$ cat config.mk
export PLATFORM = sky130hd
export DESIGN_NAME = charge_energy_integrator
export DESIGN_NICKNAME = d
export VERILOG_FILES = /design/src/sv/cei_pkg.sv /design/src/sv/charge_energy_integrator.sv /design/src/sv/cei_front.sv /design/src/sv/cei_accum.sv
export VERILOG_INCLUDE_DIRS = /design/src /design/src/sv
export SDC_FILE = /design/constraint.sdc
export NUM_CORES = 2
export LEC_CHECK = 0
export ABC_CLOCK_PERIOD_IN_PS = 16500
export BUFFER_PORTS_ARGS = -buffer_cell sky130_fd_sc_hd__buf_4
export CORE_MARGIN = 3
export CORE_UTILIZATION = 40
export DETAILED_ROUTE_END_ITERATION = 8
export REMOVE_ABC_BUFFERS = 1
export SETUP_SLACK_MARGIN = 0.2
export SKIP_LAST_GASP = 1
export SLEW_MARGIN = 20
export SYNTH_ARGS = -nofsm -noshare
export SYNTH_HDL_FRONTEND = slang
export SYNTH_SLANG_ARGS = --single-unit
$ cat constraint.sdc
create_clock -name clock -period 16.5 [get_ports clock]
set_input_delay 1.65 -clock clock [delete_from_list [all_inputs] [get_ports clock]]
set_output_delay 1.65 -clock clock [all_outputs]
set_load 0.05 [all_outputs]
$ cat src/sv/charge_energy_integrator_macros.svh
// Assertion macros shared by the charge and energy integrator RTL.
// Depends on nothing; included by the modules that carry assertions.
`ifndef CHARGE_ENERGY_INTEGRATOR_MACROS_SVH
`define CHARGE_ENERGY_INTEGRATOR_MACROS_SVH

// Same-cycle implication, disabled during reset.
`define CEI_ASSERT_IMPLY(label, clk, rst, cond, expr, msg) \
   label: assert property (@(posedge clk) disable iff (rst) (cond) |-> (expr)) \
      else $error(msg);

// Next-cycle implication, disabled during reset.
`define CEI_ASSERT_NEXT(label, clk, rst, cond, expr, msg) \
   label: assert property (@(posedge clk) disable iff (rst) (cond) |=> (expr)) \
      else $error(msg);

`endif

$ cat src/sv/cei_pkg.sv
// Shared types and constants of the charge and energy integrator.
// No dependencies; used by cei_front, cei_accum and the top level.
package cei_pkg;

   localparam int CodeWidth  = 16;
   localparam int TimeWidth  = 32;
   localparam int TotalWidth = 64;
   localparam int SplitWidth = 63;
   // Signed code times unsigned elapsed time (made signed with one extra bit).
   localparam int ProdWidth  = CodeWidth + TimeWidth + 1;

   // Transaction opcodes on the request channel.
   localparam logic OPCODE_SAMPLE = 1'b0;
   localparam logic OPCODE_CLEAR  = 1'b1;

   // What the accumulator stage does with a queued transaction.
   typedef enum logic [1:0] {
      KIND_HOLD,
      KIND_SAMPLE,
      KIND_CLEAR
   } kind_type;

   typedef struct packed {
      kind_type                       kind;
      logic signed [CodeWidth-1:0]    current;
      logic signed [CodeWidth-1:0]    power;
      logic        [TimeWidth-1:0]    elapsed;
   } item_type;

   // Input register contents handed from the front stage to the accumulators.
   typedef struct packed {
      logic     valid;
      item_type item;
   } stage_type;

endpackage

$ cat src/sv/charge_energy_integrator.sv
// Top level of the charge and energy (coulomb) counter.
// Depends on cei_pkg, cei_front and cei_accum.
//
//   channel   direction   handshake            payload
//   req       in          req_valid/req_stall  opcode, current_code, power_code, time_ms
//   rsp       out         rsp_valid/rsp_stall  net_charge, net_energy, discharged/charged
//
// One transaction per clock cycle is accepted when the result side keeps up.
// A transaction passes through the input register, then the multiply and saturating
// add into the totals, which also serve as the result register.
// Reset clears the time base and all four totals; no clearing pass is needed.
// A stalled result holds the totals; one more transaction waits in the input
// register before req_stall rises.
module charge_energy_integrator (
   input  logic                                     clock,
   input  logic                                     reset,
   input  logic                                     req_valid,
   output logic                                     req_stall,
   input  logic                                     req_opcode,
   input  logic signed [cei_pkg::CodeWidth-1:0]     req_current_code,
   input  logic signed [cei_pkg::CodeWidth-1:0]     req_power_code,
   input  logic        [cei_pkg::TimeWidth-1:0]     req_time_ms,
   output logic                                     rsp_valid,
   input  logic                                     rsp_stall,
   output logic signed [cei_pkg::TotalWidth-1:0]    rsp_net_charge,
   output logic signed [cei_pkg::TotalWidth-1:0]    rsp_net_energy,
   output logic        [cei_pkg::SplitWidth-1:0]    rsp_discharged_charge,
   output logic        [cei_pkg::SplitWidth-1:0]    rsp_charged_charge
);

   cei_pkg::stage_type stage;
   logic               advance;

   // Input register and time base.
   cei_front u_front (
      .clock            (clock),
      .reset            (reset),
      .req_valid        (req_valid),
      .req_stall        (req_stall),
      .req_opcode       (req_opcode),
      .req_current_code (req_current_code),
      .req_power_code   (req_power_code),
      .req_time_ms      (req_time_ms),
      .advance          (advance),
      .stage            (stage)
   );

   // Products, saturating totals and result handshake.
   cei_accum u_accum (
      .clock                 (clock),
      .reset                 (reset),
      .stage                 (stage),
      .advance               (advance),
      .rsp_valid             (rsp_valid),
      .rsp_stall             (rsp_stall),
      .rsp_net_charge        (rsp_net_charge),
      .rsp_net_energy        (rsp_net_energy),
      .rsp_discharged_charge (rsp_discharged_charge),
      .rsp_charged_charge    (rsp_charged_charge)
   );

endmodule

$ cat src/sv/cei_front.sv
// Request stage: input register, time base and elapsed-time difference.
// Depends on cei_pkg and charge_energy_integrator_macros.svh.
`include "charge_energy_integrator_macros.svh"

module cei_front (
   input  logic                                   clock,
   input  logic                                   reset,
   input  logic                                   req_valid,
   output logic                                   req_stall,
   input  logic                                   req_opcode,
   input  logic signed [cei_pkg::CodeWidth-1:0]   req_current_code,
   input  logic signed [cei_pkg::CodeWidth-1:0]   req_power_code,
   input  logic        [cei_pkg::TimeWidth-1:0]   req_time_ms,
   input  logic                                   advance,
   output cei_pkg::stage_type                     stage
);

   logic                               valid_ff, valid_in;
   cei_pkg::item_type                  item_ff, item_in;
   logic [cei_pkg::TimeWidth-1:0]      prev_time_ff, prev_time_in;
   logic                               time_valid_ff, time_valid_in;
   logic                               accept;

   // The input register is free when empty or when it moves on this cycle.
   assign req_stall = valid_ff & ~advance;
   assign accept    = req_valid & ~req_stall;

   // Classify the transaction and take the wrapping time difference.
   always_comb begin
      item_in.current = req_current_code;
      item_in.power   = req_power_code;
      item_in.elapsed = req_time_ms - prev_time_ff;
      priority if (req_opcode == cei_pkg::OPCODE_CLEAR) begin
         item_in.kind = cei_pkg::KIND_CLEAR;
      end else if (!time_valid_ff) begin
         item_in.kind = cei_pkg::KIND_HOLD;
      end else begin
         item_in.kind = cei_pkg::KIND_SAMPLE;
      end
   end

   // Every accepted transaction restarts the time base at its timestamp.
   always_comb begin
      valid_in      = accept | (valid_ff & ~advance);
      prev_time_in  = accept ? req_time_ms : prev_time_ff;
      time_valid_in = time_valid_ff | accept;
   end

   always_ff @(posedge clock) begin
      if (reset) begin
         valid_ff      <= 1'b0;
         prev_time_ff  <= '0;
         time_valid_ff <= 1'b0;
      end else begin
         valid_ff      <= valid_in;
         prev_time_ff  <= prev_time_in;
         time_valid_ff <= time_valid_in;
      end
   end

   always_ff @(posedge clock) begin
      if (accept) begin
         item_ff <= item_in;
      end
   end

   assign stage.valid = valid_ff;
   assign stage.item  = item_ff;

   `CEI_ASSERT_NEXT(a_time_base_set, clock, reset, accept, time_valid_ff && (prev_time_ff == $past(req_time_ms)), "time base not restarted by transaction")

endmodule

$ cat src/sv/cei_accum.sv
// Accumulator stage: two products, saturating totals and the result register.
// Depends on cei_pkg and charge_energy_integrator_macros.svh.
`include "charge_energy_integrator_macros.svh"

module cei_accum (
   input  logic                                     clock,
   input  logic                                     reset,
   input  cei_pkg::stage_type                       stage,
   output logic                                     advance,
   output logic                                     rsp_valid,
   input  logic                                     rsp_stall,
   output logic signed [cei_pkg::TotalWidth-1:0]    rsp_net_charge,
   output logic signed [cei_pkg::TotalWidth-1:0]    rsp_net_energy,
   output logic        [cei_pkg::SplitWidth-1:0]    rsp_discharged_charge,
   output logic        [cei_pkg::SplitWidth-1:0]    rsp_charged_charge
);

   localparam int TW = cei_pkg::TotalWidth;
   localparam int SW = cei_pkg::SplitWidth;
   localparam int PW = cei_pkg::ProdWidth;

   logic                  rsp_valid_ff, rsp_valid_in;
   logic [TW-1:0]         net_charge_ff, net_charge_in;
   logic [TW-1:0]         net_energy_ff, net_energy_in;
   logic [SW-1:0]         discharge_ff, discharge_in;
   logic [SW-1:0]         charge_ff, charge_in;
   logic signed [PW-1:0]  charge_prod;
   logic signed [PW-1:0]  energy_prod;
   logic [PW-1:0]         charge_neg;

   // Signed add of a product to a 64-bit total, clamped to the signed limits.
   function automatic logic [TW-1:0] sat_add_signed(input logic [TW-1:0] acc,
                                                    input logic [PW-1:0] d);
      logic [TW:0] s;
      s = {acc[TW-1], acc} + {{(TW-PW+1){d[PW-1]}}, d};
      if (s[TW] != s[TW-1]) begin
         return s[TW] ? {1'b1, {(TW-1){1'b0}}} : {1'b0, {(TW-1){1'b1}}};
      end
      return s[TW-1:0];
   endfunction

   // Unsigned add of a magnitude to a 63-bit total, clamped to all ones.
   function automatic logic [SW-1:0] sat_add_unsigned(input logic [SW-1:0] acc,
                                                      input logic [PW-2:0] d);
      logic [SW:0] s;
      s = {1'b0, acc} + {{(SW-PW+2){1'b0}}, d};
      if (s[SW]) begin
         return {SW{1'b1}};
      end
      return s[SW-1:0];
   endfunction

   // The result register is free when empty or when it is taken this cycle.
   assign advance = stage.valid & (~rsp_valid_ff | ~rsp_stall);

   // Code times elapsed milliseconds, elapsed time taken as unsigned.
   assign charge_prod = stage.item.current * $signed({1'b0, stage.item.elapsed});
   assign energy_prod = stage.item.power * $signed({1'b0, stage.item.elapsed});
   assign charge_neg  = '0 - charge_prod;

   // Next totals for the transaction in the input register.
   always_comb begin
      net_charge_in = net_charge_ff;
      net_energy_in = net_energy_ff;
      discharge_in  = discharge_ff;
      charge_in     = charge_ff;
      if (advance) begin
         unique case (stage.item.kind)
            cei_pkg::KIND_CLEAR: begin
               net_charge_in = '0;
               net_energy_in = '0;
               discharge_in  = '0;
               charge_in     = '0;
            end
            cei_pkg::KIND_SAMPLE: begin
               net_charge_in = sat_add_signed(net_charge_ff, charge_prod);
               net_energy_in = sat_add_signed(net_energy_ff, energy_prod);
               if (charge_prod[PW-1]) begin
                  charge_in = sat_add_unsigned(charge_ff, charge_neg[PW-2:0]);
               end else begin
                  discharge_in = sat_add_unsigned(discharge_ff, charge_prod[PW-2:0]);
               end
            end
            default: begin
               // First sample: totals are reported unchanged.
            end
         endcase
      end
   end

   assign rsp_valid_in = advance | (rsp_valid_ff & rsp_stall);

   always_ff @(posedge clock) begin
      if (reset) begin
         rsp_valid_ff  <= 1'b0;
         net_charge_ff <= '0;
         net_energy_ff <= '0;
         discharge_ff  <= '0;
         charge_ff     <= '0;
      end else begin
         rsp_valid_ff  <= rsp_valid_in;
         net_charge_ff <= net_charge_in;
         net_energy_ff <= net_energy_in;
         discharge_ff  <= discharge_in;
         charge_ff     <= charge_in;
      end
   end

   // The totals themselves form the result register.
   assign rsp_valid             = rsp_valid_ff;
   assign rsp_net_charge        = $signed(net_charge_ff);
   assign rsp_net_energy        = $signed(net_energy_ff);
   assign rsp_discharged_charge = discharge_ff;
   assign rsp_charged_charge    = charge_ff;

   `CEI_ASSERT_NEXT(a_clear_zeroes, clock, reset, advance && (stage.item.kind == cei_pkg::KIND_CLEAR), (net_charge_ff == '0) && (net_energy_ff == '0) && (discharge_ff == '0) && (charge_ff == '0), "clear left a nonzero total")
   `CEI_ASSERT_NEXT(a_hold_keeps, clock, reset, advance && (stage.item.kind == cei_pkg::KIND_HOLD), $stable(net_charge_ff) && $stable(net_energy_ff) && $stable(discharge_ff) && $stable(charge_ff), "first sample changed a total")
   `CEI_ASSERT_NEXT(a_split_grows, clock, reset, advance && (stage.item.kind == cei_pkg::KIND_SAMPLE), (discharge_ff >= $past(discharge_ff)) && (charge_ff >= $past(charge_ff)), "split total decreased on a sample")

endmodule
-- Yosys cells after proc, flatten, opt, wreduce, memory -nomap -nowiden
Cells that the tools add are included.
- word-level logic and storage cells: 73
- memory bits (writable): 0
- latch bits: 0
- bits in registers: 355
- memories: 0
- bits in read-only memories: 0
- output and inout port bits: 256
- order comparisons: 0
- equal/unequal tests: 6
- bitwise operators: 12
- shift-type cells: 0
- reductions and logical operators: 4
- multipliers: 2
- $add $sub $neg: 6
- muxes and demuxes: 31
- divide/modulo/power cells: 0
- operator list (kind ; number):
    $mux 64 ; 6
    $mux 63 ; 6
    $pmux 64 s2 ; 2
    $pmux 63 s2 ; 2
    $add 64x49->65 ; 2
    $add 63x48->64 ; 2
    $mul 16x33->49 ; 2
    $sub 1x48->48 const A ; 1
    $sub 32x32->32 ; 1
    $mux 1 ; 15
    $reduce_and 3->1 ; 2
    $and 1x1->1 ; 4
    $not 1->1 ; 4
    $or 1x1->1 ; 4
    $eq 2x1->1 const B ; 1
    $eq 2x2->1 const B ; 1
    $ne 1x1->1 ; 2
    $ne 2x1->1 const B ; 1
    $ne 2x2->1 const B ; 1
    $reduce_and 2->1 ; 1
    $reduce_bool 2->1 ; 1

-- Longest topological paths before layout
- depth after elaboration: 10
- mapped depth: 41
- gate-level depth less buffers: 37

-- Cells and area by module
Synthesis repeated with hierarchy kept, for this count alone.
- cell total of the unflattened synthesis: 7566
- area, all modules: 61281.3 sq um
- by module, submodules not included (module ; area each (sq um) ; times used ; cells each):
    cei_accum ; 56325.3 ; 1 ; 7082
    cei_front ; 4956.0 ; 1 ; 484

-- Worst setup path after synthesis
Ideal clock, no wire load.
- path type: reg-to-reg
- start point: reg u_front.item_ff (netlist bit u_front.stage[13])
- end point: reg u_accum.charge_ff[60], in the netlist u_accum.rsp_charged_charge[60]
- path buffers: 6
- arrival: 9631 ps
- required time: 16344 ps
- path slack: 6713 ps
- setup time: 156 ps
- cell stages (with the launch flop): 39
- path through: edfxtp_1 clkbuf_1 nand2_1 fa_1 inv_1 fa_1 inv_1 fa_1 inv_1 fa_1 fa_1 inv_1 fa_1 inv_1 ha_1 a21o_1 a2111oi_2 a21oi_1 (+3 left out) or4_4 buf_6 nor3_1 xnor2_1 ha_1 clkbuf_1 a21o_1 a21o_1 a2111oi_0 nand3_1 and3_1 o32a_1 clkbuf_1 and3_1 clkbuf_1 clkbuf_1 nand2_1 o311ai_0
- word-level cells in the longest chain between the ends: 10
- elaborated cells on any way between the ends: 12
- ends and longest elaborated chain (element ; line ; text):
    start: declaration ; cei_front.sv:19 ; cei_pkg::item_type item_ff, item_in;
    start signal: assignment ; cei_front.sv:63 ; item_ff <= item_in;
    $mul 16x33->49 (*) ; cei_accum.sv:57 ; assign charge_prod = stage.item.current * $signed({1'b0, stage.item.elapsed});
    $sub 1x48->48 ; cei_accum.sv:59 ; assign charge_neg = '0 - charge_prod;
    $add 63x48->64 ; cei_accum.sv:46 ; s = {1'b0, acc} + {{(SW-PW+2){1'b0}}, d};
    $mux 1 ; cei_accum.sv:47 ; if (s[SW]) begin
    $mux 1 ; cei_accum.sv:78 ; if (charge_prod[PW-1]) begin
    $mux 1 ; cei_accum.sv:68 ; unique case (stage.item.kind)
    $mux 1 ; cei_accum.sv:67 ; if (advance) begin
    $mux 63 ; cei_accum.sv:50 ; return s[SW-1:0];
    $mux 63 ; cei_accum.sv:78 ;
    $pmux 63 s2 ; cei_accum.sv:68 ;
    end signal: assignment ; cei_accum.sv:105 ; charge_ff <= charge_in;
    end: declaration ; cei_accum.sv:26 ; logic [SW-1:0] charge_ff, charge_in;
Mark *: on every way between the ends. The rest lies on a longest branch, timed or not. The select of a mux whose other input is x is not followed.
A chain may end at the register's enable or synchronous reset.

-- Worst setup path in the final report
- start point: reg u_front.item_ff (netlist bit u_front.stage[11])
- end point: reg u_accum.charge_ff[58], in the netlist u_accum.rsp_charged_charge[58]
Same word-level chain as after synthesis.

==> out/summary.md <==
The longest clock path from root to sink contains 3 buffers. Timing would allow up to 0.08694 GHz. The area growth from synthesis to layout is 10.09%. The tools report the post-route clock skew as 0.07031 ns.

The most numerous cell type found on the critical path is fa_1. The final critical-path required period is 11.50 ns. Final sum of negative setup slack: 0 ns.

The data required time of the worst path is 17.04 ns. In this run, the number of DRC markers left after iteration 0 of detailed routing was 3248. The tree built by TritonCTS fans out to 355 sinks.

Summing all multi-input logic gate instances after layout gives 47550 sq um. The post-route DRC violation count is 0. The count of buffers inserted at the top-level ports was 324; the total wirelength of the detailed-routed design was 198400 um. For this run, the leading register cell type out of synthesis is dfxtp_1. The run gives 0 as the post-cts sizing count. After floorplanning, the core was sized to cover 150700 sq um. Number of nets with antenna violations after detailed routing: 0.

Registers take 7767 sq um. Entering global routing, the biggest net connects 82 pins. The Yosys warning count is 0. The class of the most critical hold timing path is reg -> reg. The number of global-route vias before repair is 53950, and the hold-fix buffer count after cts is 0. The clock-pin slew on the worst setup and hold paths is 0.06 ns. The H-tree depth was 2; the total number of placement rows was 142.

The post-synthesis area per instance works out to 8.209 sq um. The die covers 157300 sq um. The maximum fanout encountered on the critical timing path was 32; the number of distinct library cells after synthesis was 103.

Across all layers, the routed design uses 52350 vias. Critical path endpoint category: a flip-flop. Slowest library cell on the worst path: or4_1. The number of clock buffers added by TritonCTS is 50.

The global-route usage over all layers is 0.2508, and the initial antenna violation count is 3. After clock tree synthesis, the setup repair step added 0 buffers. Before antenna repair, the detailed router went through 5 iterations. The async set-or-reset flop fraction in the synthesized netlist was 0; the number of instances in the synthesized netlist was 7437. The remaining max-slew budget at the tightest pin is 0.2596. On the worst path, the slowest cell contributes a delay of 0.77 ns. The tools report the first-pass GRT wire length as 312600 um. The critical path startpoint category is a flip-flop.

The logs give 0.70 ns for the clock latency of the later-clocked register in the worst-skew pair and 325 for the I/O pin total. Setup violations remaining at the end of the flow were counted as 0. The average via count per standard cell came out at 5.450. Area of the mapped netlist: 61050 sq um. The tools report the root buffer cell as clkbuf_16. The tools report the final-report hold violation count as 0. The post-route fraction of the period consumed by the critical path is 0.6971. The logs give 0.4052 for the starting utilization of the core area and 15050 for the fill cell instance count of the final layout. Wire length per cell after detailed routing: 20.66 um. The count of max-cap constraint violations was 0. The synthesized design contains 66 enable-type register cells. Routability-driven placement finished with a final weighted congestion of 0.9387. Type of the setup path with the least slack: reg -> reg. The height of the chip works out to 396.7 um. The sequential element share of the synthesized area was 0.1272. The HPWL after detailed placement came out at 154300 um. The share of layout cells above drive strength 1 was 0.07752. Setup repair after global routing left no endpoint under its margin.

The run finished with clean final reports. The die is 396.7 um wide. TritonCTS built the clock tree. For the number of nets at the end of the flow, the log shows 9049. STA puts the critical path data arrival time at 12.04 ns.

The number of synthesized register bits was 355; the slew at the pin closest to its max-slew limit was 1.111 ns. Global routing finished with a remaining overflow of 0. The final count of pins violating max slew was 0.
==> synth_stat cells (27+ instances only) <==
cell / n / share of area
a211oi_1: 35 / 0.0043
a21o_1: 172 / 0.021
a21oi_1: 504 / 0.041
a31oi_1: 38 / 0.0039
and2_1: 354 / 0.036
and3_1: 57 / 0.0058
clkbuf_1: 364 / 0.022
dfxtp_1: 289 / 0.095
edfxtp_1: 66 / 0.032
fa_1: 890 / 0.29
ha_1: 545 / 0.11
inv_1: 1155 / 0.071
nand2_1: 1172 / 0.072
nand2b_1: 87 / 0.0089
nand3_1: 93 / 0.0076
nand4_1: 61 / 0.0063
nor2_1: 244 / 0.015
nor2b_1: 27 / 0.0028
nor3_1: 63 / 0.0052
o211ai_1: 30 / 0.0037
o21a_1: 46 / 0.0057
o21ai_0: 407 / 0.033
o21bai_1: 74 / 0.0091
xnor2_1: 204 / 0.029
xor2_1: 101 / 0.014
==> state kept, by name, indices dropped and copies added (netlist names) <==
name and cells:
u_accum.rsp_net_energy 64, u_accum.rsp_discharged_charge 63, u_front.valid_ff 1, u_accum.rsp_charged_charge 63, u_accum.rsp_net_charge 64, u_front.time_valid_ff 1
u_front.prev_time_ff 32, u_accum.rsp_valid 1, u_front.stage 66
==> cells in the final DEF, fill, tap and decap left out, types with 15 or more instances in the layout <==
master,count
nor3_1,62
xor2_1,101
nor4_1,18
o21bai_1,74
nor2_1,242
nand4_1,61
and2_1,353
o31ai_1,17
buf_4,437
a21o_1,172
o21ai_0,407
nand2_1,1172
nor2b_1,27
a31oi_1,38
xnor2_1,202
fa_1,890
nand3_1,93
a211oi_1,34
and4_1,17
o21a_1,46
dfxtp_1,289
and3_1,57
inv_1,1155
clkbuf_16,50
o211ai_1,30
edfxtp_1,66
a211o_1,15
nand2b_1,85
ha_1,545
a21oi_1,504
or3_1,23
==> critical path: cells and delay by family, from the launching register on <==
kind            cells  cell delay (ns)
simple gates        8             2.26
flops               1             0.33
xor+xnor            2             0.49
fa+ha+maj           8             3.76
buf+inv             4             0.55
compound gates     11             3.93
==> kinds of logic after synthesis <==
group	count (synthesis)	synth area share
AOI/OAI and AO/OA	1511	0.1521
buffers and inverters	1539	0.09532
and+or+nand+nor	2286	0.1768
adders and majority gates	1435	0.4036
xor gates and xnor gates	306	0.04421
muxes	5	0.0008403
DFF	355	0.1272
==> through the flow <==
stage                     utilization  cell area, sq um  worst slack [ns]  hold slack (ns)  cells
after floorplan                     -             59570             5.130           0.4303   7055
after global placement         0.4345             65460             5.209           0.4415   9509
after detailed placement       0.4345             65470             5.134           0.4463   9509
after CTS                      0.4460             67190             5.099           0.4543   9601
after global routing           0.4460             67200             4.466           0.4734   9602
final                          0.4461             67200             4.997           0.4539   9604
==> final timing paths <==
kind / startpoint / endpoint / cells past startpoint / slack, ns
hold / removal: u_front.prev_time_ff[28] / u_front.prev_time_ff[28] / 2 / 0.45
hold reg to reg: u_front.prev_time_ff[28] / u_front.prev_time_ff[28] / 2 / 0.45
setup / recovery: u_front.stage[11] / u_accum.rsp_charged_charge[58] / 33 / 5.00
setup reg to reg: u_front.stage[11] / u_accum.rsp_charged_charge[58] / 33 / 5.00
==> final cells by class <==
type                       count  area share
multi-input combinational   5543      0.7075
antenna                        3   0.0001117
clock inverter                20    0.004450
timing repair buffer         438     0.04898
tap                         2016     0.03753
sequential                   355      0.1156
inverter                    1157     0.06466
clock buffer                  72     0.02119
==> layer usage <==
metal / up-vias / wire length [um] / track usage
met1: 26140 / 84540 / 0.3250
li1: 24240 / - / -
met5: - / 13 / 0
met2: 1632 / 94930 / 0.4277
met4: 2 / 7813 / 0.08894
met3: 324 / 11110 / 0.03414
Power is left out: the tool's default activity adds up to more than one toggle a clock period on the data nets, which glitch-free logic cannot reach.
